`src/design/apt_pkg.sv`:
```
// ----------------------------------------------------------------------------
// apt_pkg
// Shared types and constants for the access permission table.
// ----------------------------------------------------------------------------
package apt_pkg;

	localparam int ENTRIES   = 16;
	localparam int USER_BITS = 16;
	localparam int IDX_W     = (ENTRIES > 1) ? $clog2(ENTRIES) : 1;
	localparam int CNT_W     = $clog2(ENTRIES + 1);

	typedef enum logic [1:0] {
		OP_GRANT_READ  = 2'd0,
		OP_GRANT_WRITE = 2'd1,
		OP_REMOVE      = 2'd2,
		OP_QUERY       = 2'd3
	} op_t;

	typedef enum logic [1:0] {
		ST_OK        = 2'd0,
		ST_FULL      = 2'd1,
		ST_OWNER     = 2'd2,
		ST_NOT_FOUND = 2'd3
	} status_t;

	typedef enum logic [1:0] {
		S_IDLE,
		S_LOOKUP,
		S_UPDATE
	} state_t;

	typedef enum logic [1:0] {
		CMD_NONE,
		CMD_GRANT,
		CMD_INSERT,
		CMD_REMOVE
	} cmd_t;

	typedef struct packed {
		logic [USER_BITS-1:0] user;
		logic                 rd;
		logic                 wr;
	} entry_t;

	typedef struct packed {
		cmd_t                 cmd;
		logic                 set_write;
		logic                 cmp_en;
		logic [USER_BITS-1:0] uid;
		logic [IDX_W-1:0]     target;
		logic [CNT_W-1:0]     count;
	} cell_ctrl_t;

endpackage

```
`src/design/apt_cell.sv`:
```
// ----------------------------------------------------------------------------
// apt_cell
// One table slot: holds an entry, compares it against the broadcast ID and
// takes its upper neighbor's entry when a removal closes the gap.
// ----------------------------------------------------------------------------
module apt_cell (
	input  logic                     clk,
	input  logic [apt_pkg::IDX_W-1:0] idx,
	input  apt_pkg::cell_ctrl_t      ctrl,
	input  apt_pkg::entry_t          nbr,
	output apt_pkg::entry_t          ent,
	output logic                     match
);

	apt_pkg::entry_t ent_q;
	logic            match_q;
	logic            slot_valid;

	assign slot_valid = apt_pkg::CNT_W'(idx) < ctrl.count;
	assign ent        = ent_q;
	assign match      = match_q;

	always_ff @(posedge clk) begin
		if (ctrl.cmp_en) begin
			match_q <= slot_valid && (ent_q.user == ctrl.uid);
		end
		case (ctrl.cmd)
			apt_pkg::CMD_GRANT: begin
				if (idx == ctrl.target) begin
					ent_q.rd <= 1'b1;
					if (ctrl.set_write) begin
						ent_q.wr <= 1'b1;
					end
				end
			end
			apt_pkg::CMD_INSERT: begin
				if (idx == ctrl.target) begin
					ent_q.user <= ctrl.uid;
					ent_q.rd   <= 1'b1;
					ent_q.wr   <= ctrl.set_write;
				end
			end
			apt_pkg::CMD_REMOVE: begin
				if (idx >= ctrl.target) begin
					ent_q <= nbr;
				end
			end
			default: begin
			end
		endcase
	end

endmodule

```
`src/design/access_permission_table_core.sv`:
```
// ----------------------------------------------------------------------------
// access_permission_table_core
// Permission table keyed by user ID, held in a row of compare cells.
//
//   channel | direction | words
//   in      | input     | op, user_id
//   out     | output    | status, can_read, can_write, is_owner, entry_count
//   cfg     | input     | cfg_data (owner ID)
//
// Each word passes a compare state, the parallel compare in the cells, then
// the update state: update and result register. The next word is taken there.
// A result waiting on out_ready holds the update and input stalls behind it.
// Reset empties the table at once; slot contents are undefined until written.
// ----------------------------------------------------------------------------
module access_permission_table_core (
	input  logic        clk,
	input  logic        arst_n,
	input  logic        in_valid,
	output logic        in_ready,
	input  logic [1:0]  op,
	input  logic [15:0] user_id,
	output logic        out_valid,
	input  logic        out_ready,
	output logic [1:0]  status,
	output logic        can_read,
	output logic        can_write,
	output logic        is_owner,
	output logic [4:0]  entry_count,
	input  logic        cfg_valid,
	output logic        cfg_ready,
	input  logic [15:0] cfg_data
);

	localparam int E = apt_pkg::ENTRIES;

	apt_pkg::state_t                 state_q, state_d;
	apt_pkg::op_t                    op_q;
	logic [apt_pkg::USER_BITS-1:0]   uid_q;
	logic [apt_pkg::USER_BITS-1:0]   owner_q;
	logic [apt_pkg::CNT_W-1:0]       count_q, count_d;

	logic                            out_valid_q;
	apt_pkg::status_t                status_q, status_d;
	logic                            rd_q, rd_d, wr_q, wr_d, own_q;

	apt_pkg::cell_ctrl_t             ctrl;
	apt_pkg::entry_t                 ents [E];
	apt_pkg::entry_t                 nbrs [E];
	logic [E-1:0]                    match;

	logic                            apply, is_own, hit, full, set_w;
	logic [apt_pkg::IDX_W-1:0]       hit_idx;
	apt_pkg::entry_t                 hit_ent;

	genvar g;
	generate
		for (g = 0; g < E; g++) begin : g_cell
			if (g == E - 1) begin : g_last
				assign nbrs[g] = ents[g];
			end else begin : g_mid
				assign nbrs[g] = ents[g+1];
			end
			apt_cell u_cell (
				.clk   (clk),
				.idx   (apt_pkg::IDX_W'(g)),
				.ctrl  (ctrl),
				.nbr   (nbrs[g]),
				.ent   (ents[g]),
				.match (match[g])
			);
		end
	endgenerate

	always_comb begin
		hit_idx = '0;
		for (int i = E - 1; i >= 0; i--) begin
			if (match[i]) begin
				hit_idx = apt_pkg::IDX_W'(i);
			end
		end
	end

	assign hit     = |match;
	assign hit_ent = ents[hit_idx];
	assign is_own  = (uid_q == owner_q);
	assign full    = (count_q == apt_pkg::CNT_W'(E));
	assign set_w   = (op_q == apt_pkg::OP_GRANT_WRITE);
	assign apply   = (state_q == apt_pkg::S_UPDATE) && (!out_valid_q || out_ready);

	always_comb begin
		state_d        = state_q;
		in_ready       = 1'b0;
		count_d        = count_q;
		status_d       = apt_pkg::ST_OK;
		rd_d           = 1'b0;
		wr_d           = 1'b0;
		ctrl.cmd       = apt_pkg::CMD_NONE;
		ctrl.set_write = set_w;
		ctrl.cmp_en    = (state_q == apt_pkg::S_LOOKUP);
		ctrl.uid       = uid_q;
		ctrl.target    = hit_idx;
		ctrl.count     = count_q;

		if (is_own) begin
			rd_d = 1'b1;
			wr_d = 1'b1;
			if (op_q == apt_pkg::OP_REMOVE) begin
				status_d = apt_pkg::ST_OWNER;
			end
		end else begin
			case (op_q)
				apt_pkg::OP_GRANT_READ, apt_pkg::OP_GRANT_WRITE: begin
					if (hit) begin
						ctrl.cmd = apt_pkg::CMD_GRANT;
						rd_d     = 1'b1;
						wr_d     = hit_ent.wr | set_w;
					end else if (full) begin
						status_d = apt_pkg::ST_FULL;
					end else begin
						ctrl.cmd    = apt_pkg::CMD_INSERT;
						ctrl.target = apt_pkg::IDX_W'(count_q);
						count_d     = count_q + 1'b1;
						rd_d        = 1'b1;
						wr_d        = set_w;
					end
				end
				apt_pkg::OP_REMOVE: begin
					if (hit) begin
						ctrl.cmd = apt_pkg::CMD_REMOVE;
						count_d  = count_q - 1'b1;
					end else begin
						status_d = apt_pkg::ST_NOT_FOUND;
					end
				end
				default: begin
					if (hit) begin
						rd_d = hit_ent.rd;
						wr_d = hit_ent.wr;
					end else begin
						status_d = apt_pkg::ST_NOT_FOUND;
					end
				end
			endcase
		end

		case (state_q)
			apt_pkg::S_IDLE: begin
				in_ready = 1'b1;
				if (in_valid) begin
					state_d = apt_pkg::S_LOOKUP;
				end
			end
			apt_pkg::S_LOOKUP: begin
				state_d = apt_pkg::S_UPDATE;
			end
			apt_pkg::S_UPDATE: begin
				if (apply) begin
					in_ready = 1'b1;
					state_d  = in_valid ? apt_pkg::S_LOOKUP : apt_pkg::S_IDLE;
				end
			end
			default: begin
				state_d = apt_pkg::S_IDLE;
			end
		endcase

		if (!apply) begin
			ctrl.cmd = apt_pkg::CMD_NONE;
			count_d  = count_q;
		end
	end

	always_ff @(posedge clk or negedge arst_n) begin
		if (!arst_n) begin
			state_q     <= apt_pkg::S_IDLE;
			count_q     <= '0;
			owner_q     <= '0;
			out_valid_q <= 1'b0;
		end else begin
			state_q <= state_d;
			count_q <= count_d;
			if (cfg_valid) begin
				owner_q <= apt_pkg::USER_BITS'(cfg_data);
			end
			if (apply) begin
				out_valid_q <= 1'b1;
			end else if (out_ready) begin
				out_valid_q <= 1'b0;
			end
		end
	end

	always_ff @(posedge clk) begin
		if (in_valid && in_ready) begin
			op_q  <= apt_pkg::op_t'(op);
			uid_q <= apt_pkg::USER_BITS'(user_id);
		end
		if (apply) begin
			status_q <= status_d;
			rd_q     <= rd_d;
			wr_q     <= wr_d;
			own_q    <= is_own;
		end
	end

	logic [4:0] count_out_q;
	always_ff @(posedge clk) begin
		if (apply) begin
			count_out_q <= 5'(count_d);
		end
	end

	assign cfg_ready   = 1'b1;
	assign out_valid   = out_valid_q;
	assign status      = status_q;
	assign can_read    = rd_q;
	assign can_write   = wr_q;
	assign is_owner    = own_q;
	assign entry_count = count_out_q;

	a_lookup_then_update: assert property (@(posedge clk) disable iff (!arst_n)
		state_q == apt_pkg::S_LOOKUP |=> state_q == apt_pkg::S_UPDATE)
		else $error("compare cycle not followed by update");

	a_accept_to_lookup: assert property (@(posedge clk) disable iff (!arst_n)
		in_valid && in_ready |=> state_q == apt_pkg::S_LOOKUP)
		else $error("accepted word did not enter compare");

	a_count_bound: assert property (@(posedge clk) disable iff (!arst_n)
		count_q <= apt_pkg::CNT_W'(E))
		else $error("entry count above table size");

	a_insert_count: assert property (@(posedge clk) disable iff (!arst_n)
		ctrl.cmd == apt_pkg::CMD_INSERT |=> count_q == $past(count_q) + 1'b1)
		else $error("insert did not bump entry count");

endmodule

```
`config.mk`:
```
export PLATFORM = sky130hd
export DESIGN_NAME = access_permission_table_core
export DESIGN_NICKNAME = d
export VERILOG_FILES = /design/src/design/apt_pkg.sv /design/src/design/apt_cell.sv /design/src/design/access_permission_table_core.sv
export SDC_FILE = /design/constraint.sdc
export NUM_CORES = 1
export LEC_CHECK = 0
export ABC_AREA = 0
export BUFFER_PORTS_ARGS = -buffer_cell sky130_fd_sc_hd__buf_2
export CAP_MARGIN = 30
export CORE_UTILIZATION = 57
export CTS_CLUSTER_DIAMETER = 30
export DETAILED_ROUTE_END_ITERATION = 16
export HOLD_SLACK_MARGIN = 0.1
export PLACE_DENSITY = 0.77
export SLEW_MARGIN = 5
export SYNTH_ARGS = -nofsm -noshare
export SYNTH_HDL_FRONTEND = slang
export SYNTH_SLANG_ARGS = --single-unit
```
`constraint.sdc`:
```
create_clock -name clk -period 3.8 [get_ports clk]
set_input_delay 0.38 -clock clk [delete_from_list [all_inputs] [get_ports clk]]
set_output_delay 0.38 -clock clk [all_outputs]
set_load 0.02 [all_outputs]
```
==> summary.md <==
| Metric | Value |
|---|---|
| Clock transition time at the flip-flop clock pins of the worst setup and hold paths | `about 0.050 ns` |
| Combinational Power Share | `about a tenth` |
| Power, Total | `roughly 12 mW` |
| Vias per cell | `~6.4` |
| Die footprint | `about 31000 um2` |
| Clock tree from TritonCTS | `done` |
| I/O Buffers | `50` |
| Maximum clock rate | `around 290 MHz` |
| YS warnings | `0` |
| Die boundary width | `approximately 180 um` |
| Register bit total from synthesis | `340` |
| # Max-Cap Violations | `0` |
| Kind of start point of the critical path | `register` |
| Postcts setup bufs | `0` |
| Worst IR drop on VDD | `0.0004713 V` |
| Count of different cell masters after synthesis | `between 60 and 70` |
| Remaining global-route overflow | `0` |
| HPWL Detailed | `between 30000 and 40000 um` |
| Maximum number of pins on one net before global-route repair | `about 140` |
| Family with the most delay on the worst path | `simple AND/OR/NAND/NOR gates` |
| P_sw | `3.103 mW` |
| Synthesized cell area | `between 15000 and 20000 um2` |
| Share of post-route cells with drive strength above 1 | `approximately 18%` |
| Static leakage | `8.488 nW` |
| Summed area of non-filler cells in the final layout | `between 20000 and 25000 um2` |
| Total of endpoints with negative setup slack in the final report | `0` |
| Switch share | `about a quarter` |
| Clk sinks | `340` |
| Worst clock skew on the final layout | `between 0.02 and 0.03 ns` |
| Relative slew slack | `between 30% and 40%` |
| Setup repair after global routing missed its margin | `false` |
| Mean cell area of the mapped netlist | `around 13 um2` |
| Number of design rule violations left after detail routing | `0` |
| Primary flip-flop cell chosen by synthesis mapping | `sky130_fd_sc_hd__edfxtp_1` |
| Power density over the cells | `about 570 nW/um2` |
| Seq/Total Area, Yosys | `between 50% and 60%` |
| 1st-iter DRT viols | `1585` |
| Antenna Violating Nets Remaining | `0` |
| Gate count of the mapped netlist | `between 1000 and 1500` |
| Worst path bufs/invs | `2` |
| Routability congestion estimate | `0.9700` |
| Portion of synthesized cell area occupied by the leading cell type | `roughly 54%` |
| Minimum clock period after layout | `roughly 3.5 ns` |
| CP dominant cell by count | `sky130_fd_sc_hd__buf_4` |
| Measured slew at the worst slew-check pin | `1.034 ns` |
| Clock power frac | `between 50 and 60%` |
| Multi-input gate area | `6773 um2` |
| Fin Setup TNS | `0 ns` |
| Number of instances resized during post-cts repair | `0` |
| Top cells by count, synth | `sky130_fd_sc_hd__edfxtp_1 (316), sky130_fd_sc_hd__a21o_1 (241), sky130_fd_sc_hd__xor2_1 (190), sky130_fd_sc_hd__xnor2_1 (84), sky130_fd_sc_hd__buf_2 (55)` |
| Top Ports | `52` |
| Via Count | `12100` |
| Starting utilization of the core area | `approximately 58%` |
| Critical Path End Type | `register` |
| CP arrival | `around 3.7 ns` |
| Standard cell with the maximum stage delay on the critical path | `sky130_fd_sc_hd__nor4_1` |
| Status | `finished clean` |
| Maximum count of clock buffers along a single path | `3` |
| Number of global-route vias before repair | `between 10000 and 15000` |
| Cell Area, Placed | `approximately 18000 um2` |
| Number of enable flip-flop cells after synthesis | `around 320` |
| Critical Path RT | `~4.1 ns` |
| Most used standard cell by instance count after synthesis | `sky130_fd_sc_hd__edfxtp_1` |
| Hold crit path type | `primary input to register` |
| Cell count of the worst reg-to-reg path | `9` |
| Placement Rows | `63` |
| Top area cells in the synthesized netlist | `sky130_fd_sc_hd__edfxtp_1 (54%), sky130_fd_sc_hd__a21o_1 (10%), sky130_fd_sc_hd__xor2_1 (9.5%)` |
| Hold Vio Cnt, Final | `0` |
| Cell-by-cell listing of the critical path | `xor2_1 -> nor4_1 -> nand4_1 -> buf_4 -> a31oi_1 -> and3_1 -> nand2_2 -> o31ai_2 -> buf_4` |
| Routed wire length per instance | `25.40 um` |
| Filler cell count in the final layout | `between 2000 and 2500` |
| Antenna violations before repair | `1` |
| Final max-slew violation count | `0` |
| Async set-reset flop share out of synthesis | `7.059%` |
| Critical Setup Path Class | `register to register` |
| Routed wire length | `between 40000 and 50000 um` |
| Tot GR Track Use | `roughly a third` |
| First-pass GRT wire length | `roughly 74000 um` |
| Part of the total power dissipated in sequential elements | `between 30% and 40%` |
| Number of nets in the layout | `approximately 1500` |
| P&R area growth vs syn | `19.10%` |
| H-tree levels | `3` |
| Net count after synthesis | `approximately 1400` |
| Cell-internal power | `a little under 9 mW` |
| Number of detailed-route iterations in the first pass | `6` |
| Skew-Pair Late Insertion Delay | `~0.58 ns` |
| Depth of the worst hold-timing path | `3` |
| Number of buffers created by CTS | `75` |
| Largest stage delay, worst path | `roughly 0.47 ns` |
| Largest fanout on the critical path | `16` |
| Path length in cells of the critical path | `9` |
| Ratio of final minimum period to clock period | `about nine tenths` |
| Height of the die | `around 180 um` |
| Placeable core region | `~30000 um2` |
| Root cell of the clock tree | `sky130_fd_sc_hd__clkbuf_16` |
| Total area of sequential cells | `10090 um2` |
| Area leader, netlist | `sky130_fd_sc_hd__edfxtp_1` |
-- sequential cells by signal, indices dropped and copies added, names as in the netlist --
name                 cells
g_cell.u_cell.ent      272
can_write                1
can_read                 1
status                   2
count_q                  5
uid_q                   16
entry_count              5
state_q                  2
g_cell.u_cell.match     16
out_valid                1
owner_q                 16
is_owner                 1
op_q                     2
-- area by class of cell --
class / instances / share of cell area, %
clock buffer: 89 / 9.643
inverter: 6 / 0.1080
clock inverter: 47 / 2.250
antenna: 1 / 0.01200
sequential: 340 / 48.39
tap: 390 / 2.340
timing repair buffer: 133 / 4.776
multi-input combinational: 893 / 32.48
-- placed cells by master (no fill, tap or decap), types with 36 or more instances in the layout --
cell type and count:
sky130_fd_sc_hd__xnor2_1 84, sky130_fd_sc_hd__nor2_1 38, sky130_fd_sc_hd__nor4_1 49, sky130_fd_sc_hd__dlygate4sd3_1 36, sky130_fd_sc_hd__buf_2 50, sky130_fd_sc_hd__a21o_1 241, sky130_fd_sc_hd__clkbuf_16 76, sky130_fd_sc_hd__xor2_1 190
sky130_fd_sc_hd__edfxtp_1 316, sky130_fd_sc_hd__buf_4 44
-- metrics by stage --
stage | hold slack (ns) | worst slack, ns | cells | utilization [%]
after floorplan | 0.08441 | 0.05043 | 1352 | -
after global placement | 0.4023 | 0.5447 | 1725 | 60.07
after detailed placement | 0.4177 | 0.5194 | 1725 | 60.07
after CTS | 0.1115 | 0.4986 | 1897 | 69.55
after global routing | 0.1399 | 0.2920 | 1898 | 69.60
final | 0.1211 | 0.3266 | 1899 | 69.61
-- cell families after synthesis --
family,count (synthesis),synth area share [%]
compound gates,347,14.52
xor+xnor,274,13.71
fa+ha+maj,3,0.2144
buf+inv,119,3.931
flops,340,57.63
mux,29,1.923
other cells,1,0.02142
simple gates,239,8.048
-- worst register-to-register path: stages, from the launching register on --
cell                      delay [ns]
sky130_fd_sc_hd__dfrtp_1        0.41
sky130_fd_sc_hd__xor2_1         0.19
sky130_fd_sc_hd__nor4_1         0.47
sky130_fd_sc_hd__nand4_1        0.27
sky130_fd_sc_hd__buf_4          0.27
sky130_fd_sc_hd__a31oi_1        0.41
sky130_fd_sc_hd__and3_1         0.40
sky130_fd_sc_hd__nand2_2        0.13
sky130_fd_sc_hd__o31ai_2        0.25
sky130_fd_sc_hd__buf_4          0.31
-- routing by layer --
metal | vias up | global-route usage, % | part of all wire [%]
met5 | - | 0 | 0
met3 | 137 | 9.772 | 11
met1 | 6003 | 42.87 | 40
met4 | 0 | 14.14 | 3.9
li1 | 5200 | - | -
met2 | 760 | 48.29 | 45
-- final timing paths --
kind	start	to	slack, ns
worst min register to register	owner_q[10]	owner_q[10]	0.53
max in group asynchronous	arst_n	count_q[4]	3.03
worst max-delay path	owner_q[14]	g_cell[8].u_cell.ent[9]	0.33
min in group asynchronous	arst_n	owner_q[14]	0.37
worst min-delay path	out_ready	out_valid	0.12
worst max register to register	owner_q[14]	g_cell[8].u_cell.ent[9]	0.33
-- repair_timing --
action,in CTS,in global routing
hold endpoints to repair,59,0
hold buffers,36,0
setup endpoints to repair,0,0
-- power by group through the flow --
| stage | Clock, mW | Combinational (mW) | Sequential (mW) |
|---|---|---|---|
| 2_1_floorplan | 0 | 0.815 | 4.39 |
| 3_3_place_gp | 0 | 1.16 | 4.43 |
| 3_5_place_dp | 0 | 1.17 | 4.43 |
| 4_1_cts | 6.30 | 1.21 | 4.36 |
| 5_1_grt | 6.50 | 1.32 | 4.38 |
| 6_report | 6.28 | 1.24 | 4.37 |
No activity file was read; power rests on OpenSTA's default activity.
